<file path="src/hw/rtl/cwmf_pkg.sv">
// shared types and codes for the clipped window median filter
package cwmf_pkg;

    localparam int COORD_W = 9;
    localparam int CFG_W   = 9;
    localparam int IDX_W   = 2;

    typedef enum logic [IDX_W-1:0] {
        CFG_IMAGE_WIDTH  = 2'd0,
        CFG_IMAGE_HEIGHT = 2'd1,
        CFG_WINDOW_SIZE  = 2'd2
    } t_cfg_idx;

    typedef enum logic {
        KIND_LOAD  = 1'b0,
        KIND_QUERY = 1'b1
    } t_kind;

    typedef struct packed {
        logic take_query; // latch query position
        logic wr_pixel;   // write load item into frame
        logic setup;      // compute clipped window bounds
        logic rd;         // read one window pixel and step
        logic shift;      // shift sort buffer toward head
        logic post;       // load output register
    } t_cmd;

    typedef struct packed {
        logic oob;
        logic last_rd;
        logic sel_done;
        logic out_free;
    } t_stat;

endpackage

</file>
<file path="src/hw/rtl/cwmf_ctrl.sv">
// controller state machine for the median filter
module cwmf_ctrl (
    input  logic           i_clk,
    input  logic           i_rst_n,
    input  logic           i_in_valid,
    input  logic           i_in_kind,
    output logic           o_in_ready,
    input  cwmf_pkg::t_stat i_stat,
    output cwmf_pkg::t_cmd  o_cmd
);
    import cwmf_pkg::*;

    typedef enum logic [2:0] {
        ST_IDLE, ST_SETUP, ST_READ, ST_DRAIN, ST_SEL, ST_DONE
    } t_state;

    t_state r_state, n_state;

    assign o_in_ready = (r_state == ST_IDLE);

    always_comb begin
        n_state = r_state;
        o_cmd   = '0;
        unique case (r_state)
            ST_IDLE: begin
                if (i_in_valid) begin
                    if (i_in_kind == KIND_QUERY) begin
                        o_cmd.take_query = 1'b1;
                        n_state = ST_SETUP;
                    end else begin
                        o_cmd.wr_pixel = 1'b1;
                    end
                end
            end
            ST_SETUP: begin
                o_cmd.setup = 1'b1;
                n_state = i_stat.oob ? ST_DONE : ST_READ;
            end
            ST_READ: begin
                o_cmd.rd = 1'b1;
                if (i_stat.last_rd) n_state = ST_DRAIN;
            end
            ST_DRAIN: begin
                n_state = ST_SEL;
            end
            ST_SEL: begin
                if (i_stat.sel_done) n_state = ST_DONE;
                else o_cmd.shift = 1'b1;
            end
            ST_DONE: begin
                if (i_stat.out_free) begin
                    o_cmd.post = 1'b1;
                    n_state = ST_IDLE;
                end
            end
            default: n_state = ST_IDLE;
        endcase
    end

    always_ff @(posedge i_clk) begin
        if (!i_rst_n) r_state <= ST_IDLE;
        else r_state <= n_state;
    end

endmodule

</file>
<file path="config.mk">
export PLATFORM = sky130hd
export DESIGN_NAME = cwmf_ctrl
export DESIGN_NICKNAME = d
export VERILOG_FILES = /design/src/hw/rtl/cwmf_pkg.sv /design/src/hw/rtl/cwmf_ctrl.sv
export SDC_FILE = /design/constraint.sdc
export NUM_CORES = 1
export LEC_CHECK = 0
export BUFFER_PORTS_ARGS = -buffer_cell sky130_fd_sc_hd__buf_2
export CORE_AREA = 2 2 39 41
export CTS_CLUSTER_DIAMETER = 60
export DETAILED_ROUTE_END_ITERATION = 7
export DIE_AREA = 0 0 41 43
export PLACE_DENSITY = 0.4
export SLEW_MARGIN = 20
export SYNTH_ARGS = -nofsm -noshare
export SYNTH_HDL_FRONTEND = slang
export SYNTH_SLANG_ARGS = --single-unit
</file>
<file path="constraint.sdc">
create_clock -name i_clk -period 2.05 [get_ports i_clk]
set_input_delay 0.41 -clock i_clk [delete_from_list [all_inputs] [get_ports i_clk]]
set_output_delay 0.41 -clock i_clk [all_outputs]
set_load 0.1 [all_outputs]
</file>
=== Yosys cells after proc, flatten, opt, wreduce, memory -nomap -nowiden ===
Index checks and enable logic that the tools add are counted.

* Register bits after elaboration: 3
* Output and inout port bits: 7
* Logic and storage cells: 30
* Input port bits: 8

* Equal/unequal tests: 10
* Mux-type cells: 17
* Reductions and logical operators: 2

{| class="wikitable"
|+ Operators by type and width
! operator !! count
|-
| $mux 3 || 6
|-
| $pmux 3 s6 || 1
|-
| $ne 2x2->1 const B || 5
|-
| $mux 1 || 8
|-
| $eq 3x2->1 const B || 2
|-
| $eq 3x3->1 const B || 2
|-
| $reduce_and 5->1 || 1
|-
| $mux 2 || 2
|-
| $eq 3x1->1 const B || 1
|-
| $logic_not 3->1 || 1
|}

=== Depth between registers and ports, before layout ===
Gate-level depths: netlist of the first run.

* Word-level depth: 3
* Gate-level depth with buffers: 4
* Depth with buffers taken out: 3

=== Worst setup path after synthesis of the first run ===
Ideal clock, no wire load.

* Path type: reg-to-output
* Start point: reg r_state[2]
* End point: out o_cmd[1] in the netlist's numbering
* Stages on the path, launching flop included: 3
* Setup slack: -1.978 ns
* Buffers on the path: 1
* Arrival time: 3.618 ns
* Required time: 1.640 ns
* Path through: dfxtp_1 > buf_2 > nor4b_1

{| class="wikitable"
|+ RTL lines
! element !! RTL line !! source
|-
| start: declaration || cwmf_ctrl.sv:17 || <nowiki>t_state r_state, n_state;</nowiki>
|-
| start signal: assignment || cwmf_ctrl.sv:62 || <nowiki>else r_state <= n_state;</nowiki>
|-
| end: declaration || cwmf_ctrl.sv:9 || <nowiki>output cwmf_pkg::t_cmd o_cmd</nowiki>
|}

==> results.md, run 1 <==
- Via count: 257
- Slew margin rel.: 67.8%
- Number of synthesized flops with an enable pin: 0
- Final min period: 1.92 ns
- Crit-path slowest cell: dfxtp_1
- Design area: 375 sq um
- RSZ-0062 raised after global routing: false
- Register with the most flip-flops: r_state
- Finished Layout Cells: 63
- Ys flop type: dfxtp_1
- Post-CTS Hold Fix Bufs: 0
- Initial antenna violation count: 0
- Final setup fails: 0
- Synth top area share: 25.5%
- YS warnings: 0
- Worst EP arrival: 1.51 ns
- Most frequent cells in the layout: buf_2 (14), nand2b_1 (3), nand2_1 (3), clkbuf_4 (3)
- Mapped cell area: 235 sq um
- Port Buffers: 14
- Worst Skew: 0.000132 ns
- Final WL: 587 um
- Final Wtd Congestion: 0.615
- Die area: about 1800 sq um
- N_diodes: 0
- Skew-Pair Late Insertion Delay: around 0.23 ns
- Largest register FFs: 3
- I/O pin total: 15
- Post-Syn Nets: 40
- Via-to-Cell Ratio: 4.08
- CTS tree: done
- Dpl cells: 59
- Syn Area/Cell: between 7 and 8 sq um
- Worst hold path class: input pin to register
- Final ANT Viol Nets: 0
- CP Data Required Time: 1.64 ns
- Post-synthesis sequential element count: 3
- Vias in the first global route: 235
- Startpoint types: register
- Least-Margin Pin Slew: ~0.5 ns
- Hpwl dp: 450 um
- Post-DR wirelength/cell: 9.32 um
- Crit-path max FO: 9
- Crit path kind: register to output port
- Count of final max-slew check failures: 0
- Run status: finished clean
- Core box area: around 1400 sq um
- Setup repair bufs after CTS: 0
- Top post-synthesis cells by area: dfxtp_1 (26%), nor3b_1 (9.6%), nand2b_1 (8.0%)
- Pwr/cell area: around 1000 nW/um^2
- Syn Inst Count: 32
- Final Cycle Share: 93.8%
- Cell Area, Placed: 349 sq um
- Cts repair resizes: 0
- Number of nets in the layout: 56
- WP buf/inv: 1
- Initial DRC count: 0
- Worst path top cell family by delay: flip-flops
- Root buffer cell: clkbuf_4
- Crit-path cells: nand2b_1, nor2_2, buf_2
- Largest registers: r_state (3)
- Largest net degree at the start of global routing: 13
- Area grow syn2layout: 59.6%
- Cell variety after synth: 18
- CTS Buf Count: 3
- Final Hold Violating Endpoints: 0
- Post-synthesis async set-or-reset flop share: 0%
- Total grt overflow: 0
- Die height: 43 um
- Clk sink count: 3
- Fin Hold WS: 0.435 ns
- Biggest area consumer among synthesized cells: dfxtp_1
- TritonRoute pass-1 iters: 1
- Die W: 41 um
- Max Clk Rate: 520 MHz
- Row cnt: 14
- Clock Path Buffers: 2
- VDD IR max: 0.321 mV
- Total track usage: around 7.8%
- Commonest non-fill, non-tap cell in the layout: buf_2
- Layout cells sized above 1: 53.2%
- Clk pin slew, worst setup/hold paths: 0.04 ns
- Initial Utilization: 17.0%
- Final Core Density: 27.1%
- Pleak: 0.000164 uW
- First-pass GRT wire length: ~900 um
- Sequential share of the synthesized area: between 20% and 30%
- Crit end category: output port
- CTS H-tree lvls: 1
- Max incr delay on CP: between 0.5 and 0.6 ns
- Drc violations: 0
- Maxcap violations: 0
==> cell usage after synthesis (all sizes together), types with 2 or more instances <==
library cell	count
nor3b	3
nor2	3
buf	3
nand2	4
nand2b	3
dfxtp	3
a21oi	2
o21ai	3
==> worst reg2reg max path: cells and delay by family (launching register included) <==
family           cells  cell delay [ns]
flip-flops           1             0.57
AO/OA/AOI/OAI        1             0.32
AND/OR/NAND/NOR      2             0.32
==> stage by stage <==
stage / worst slack [ns] / power (uW) / setup TNS (ns)
after global placement: 0.368 / 288 / 0
final: 0.127 / 391 / 0
after global routing: 0.0195 / 415 / 0
after detailed placement: 0.343 / 288 / 0
after CTS: 0.106 / 396 / 0
after floorplan: -0.305 / 266 / -0.840
==> cell type report <==
cell class | instances | area (sq um)
Fill cell | 155 | 1010
Sequential cell | 3 | 61.3
Clock buffer | 4 | 26.3
Timing Repair Buffer | 14 | 70.1
Multi-Input combinational cell | 26 | 198
Tap cell | 16 | 20.0
==> cell families after synthesis <==
group	count (synthesis)	share of synthesized area, %
compound gates	8	21.3
simple gates	18	45.7
flops	3	25.5
buf+inv	3	7.45
==> final timing paths <==
check | startpoint | to | slack, ns | depth (start not counted)
setup / recovery | r_state[0]$_SDFFE_PN0P_ | o_cmd[0] | 0.13 | 3
hold / removal | i_rst_n | r_state[0]$_SDFFE_PN0P_ | 0.44 | 2
setup reg to reg | r_state[1]$_SDFFE_PN0P_ | r_state[0]$_SDFFE_PN0P_ | 0.73 | 3
hold reg to reg | r_state[2]$_SDFFE_PN0P_ | r_state[2]$_SDFFE_PN0P_ | 0.56 | 2
==> where the power goes <==
group	internal (uW)	total, uW	switching [uW]
registers	66.2	89.2	23.0
clock network	73.1	106	33.0
logic	46.7	195	149
total	186	391	205
==> per-layer routing <==
| layer | wire length [um] | global-route usage (%) | vias up |
|---|---|---|---|
| met5 | 0 | 0 | - |
| met4 | 0 | 8.00 | 0 |
| met3 | 19 | 1.57 | 0 |
| met2 | 280 | 9.69 | 6 |
| met1 | 287 | 10.3 | 110 |
| li1 | - | - | 141 |
(Power assumes the default switching activity.)
==> run 2, diff against run 1 <==
Settings changed: CELL_PAD_IN_SITES_DETAIL_PLACEMENT from default to 1, CELL_PAD_IN_SITES_GLOBAL_PLACEMENT from default to 2, PLACE_DENSITY 0.4 to 0.69, REMOVE_ABC_BUFFERS from default to 1.
==> results.md, run 2 (synthesis results as in run 1) <==
- Cts repair resizes: 0 (unchanged)
- Crit end category: output port (unchanged)
- Final WL: 637 um (was 587 um)
- Final Cycle Share: 92.5% (was 93.8%)
- Startpoint types: register (unchanged)
- Final ANT Viol Nets: 0 (unchanged)
- Die height: 43 um (unchanged)
- Register with the most flip-flops: r_state (unchanged)
- Hpwl dp: 483 um (was 450 um)
- Clk sink count: 3 (unchanged)
- Area grow syn2layout: 43.1% (was 59.6%)
- Dpl cells: 59 (unchanged)
- Clk pin slew, worst setup/hold paths: 0.04 ns (about the same)
- Worst hold path class: input pin to register (unchanged)
- Port Buffers: 14 (unchanged)
- Final setup TNS: 0 ns (unchanged)
- TritonRoute pass-1 iters: 4 (was 1)
- Maxcap violations: 0 (unchanged)
- Initial Utilization: 17.0% (unchanged)
- I/O pin total: 15 (unchanged)
- Least-Margin Pin Slew: 0.493 ns (was 0.486 ns)
- Total track usage: 9.92% (was 7.83%)
- Skew-Pair Late Insertion Delay: 0.23 ns (about the same)
- Commonest non-fill, non-tap cell in the layout: buf_2 (unchanged)
- Layout cells sized above 1: 38.3% (was 53.2%)
- Reg-to-reg startpoint: r_state[1]$_SDFFE_PN0P_ (unchanged)
- Final Wtd Congestion: 0.637 (was 0.615)
- Root buffer cell: clkbuf_4 (unchanged)
- Via-to-Cell Ratio: 4.38 (was 4.08)
- Largest registers: r_state (3) (unchanged)
- Final Core Density: 24.3% (was 27.1%)
- Post-DR wirelength/cell: 10.1 um (was 9.32 um)
- Total grt overflow: 0 (unchanged)
- Die W: 41 um (unchanged)
- CP Capture Point: o_cmd[5] (was o_cmd[0])
- Finished Layout Cells: 63 (unchanged)
- Initial antenna violation count: 0 (unchanged)
- Drc violations: 0 (unchanged)
- Clock Path Buffers: 2 (unchanged)
- Final min period: 1.90 ns (was 1.92 ns)
- Via count: 276 (was 257)
- CTS tree: done (unchanged)
- Crit-path max FO: 11 (was 9)
- Run status: finished clean (unchanged)
- Pleak: 0.000155 uW (was 0.000164 uW)
- R2R Path End: r_state[0]$_SDFFE_PN0P_ (unchanged)
- First-pass GRT wire length: 1.12 mm (was 910 um)
- Pwr/cell area: 1110 nW/um^2 (was 1040 nW/um^2)
- Largest net degree at the start of global routing: 13 (unchanged)
- Crit path kind: register to output port (unchanged)
- Core box area: 1380 sq um (unchanged)
- Worst setup path start: r_state[1]$_SDFFE_PN0P_ (was r_state[0]$_SDFFE_PN0P_)
- VDD IR max: 0.296 mV (was 0.321 mV)
- Worst Skew: 0.00319 ns (was 0.000132 ns)
- Die area: 1760 sq um (unchanged)
- Final Power: 373 uW (was 391 uW)
- Slew margin rel.: 67.4% (was 67.8%)
- Most frequent cells in the layout: buf_2 (13), nand2_1 (4), clkbuf_4 (4) (was buf_2 (14), nand2b_1 (3), nand2_1 (3), clkbuf_4 (3))
- Largest register FFs: 3 (unchanged)
- Initial DRC count: 4 (was 0)
- N_diodes: 0 (unchanged)
- CP Data Required Time: 1.64 ns (about the same)
- CTS Buf Count: 3 (unchanged)
- Post-CTS Hold Fix Bufs: 0 (unchanged)
- Reg2Reg Depth: 3 (unchanged)
- Vias in the first global route: 290 (was 235)
- Setup repair bufs after CTS: 0 (unchanged)
- Final setup fails: 0 (unchanged)
- Worst EP arrival: 1.49 ns (was 1.51 ns)
- R2R Setup Slk: 0.80 ns (was 0.73 ns)
- Number of nets in the layout: 56 (unchanged)
- Max Clk Rate: 527 MHz (was 520 MHz)
- Row cnt: 14 (unchanged)
- CTS H-tree lvls: 1 (unchanged)
- Count of final max-slew check failures: 0 (unchanged)
- RSZ-0062 raised after global routing: false (unchanged)
- Final Hold Violating Endpoints: 0 (unchanged)
-- run 2: critical path: stages, from the launching register on --
cell and delay [ns]:
dfxtp_1 0.40, nor3_2 0.26, and3_1 0.17, buf_2 0.42
-- run 2: per-layer routing --
layer / GRT usage [%] / up-vias / share of wire, %
met5: 0 / - / 0
met4: 8.00 / 0 / 0
met3: 4.71 / 0 / 5.2
met2: 13.4 / 8 / 49
met1: 11.2 / 126 / 45
li1: - / 142 / -
-- run 2: worst min-delay path by stage --
stage	cells after the start	from	slack, ns	end
CTS	2	i_rst_n	0.42	r_state[0]$_SDFFE_PN0P_
finish	2	i_rst_n	0.43	r_state[0]$_SDFFE_PN0P_
floorplan	1	i_rst_n	0.54	r_state[0]$_SDFFE_PN0P_
global route	2	i_rst_n	0.43	r_state[0]$_SDFFE_PN0P_
global placement	2	r_state[2]$_SDFFE_PN0P_	0.61	r_state[2]$_SDFFE_PN0P_
detailed placement	2	r_state[2]$_SDFFE_PN0P_	0.61	r_state[2]$_SDFFE_PN0P_
-- run 2: area by class of cell --
cell class                      instances  area, sq um
Clock buffer                            4         26.3
Tap cell                               16         20.0
Multi-Input combinational cell         26          158
Fill cell                             178         1050
Sequential cell                         3         60.1
Timing Repair Buffer                   14         72.6
-- run 2: power by group --
group / internal, uW / total, uW / switching [uW] / leakage [uW]
registers: 65.8 / 84.1 / 18.3 / 0.0000246
logic: 39.1 / 184 / 145 / 0.000116
clock network: 73.0 / 104 / 31.4 / 0.0000150
-- run 2: per-stage QoR --
step	area, sq um	setup slack, ns	hold slack (ns)
6_report	337	0.153	0.431
5_1_grt	337	0.0237	0.430
4_1_cts	334	0.122	0.420
3_5_place_dp	308	0.384	0.609
3_3_place_gp	308	0.391	0.610
2_1_floorplan	218	-1.97	0.541
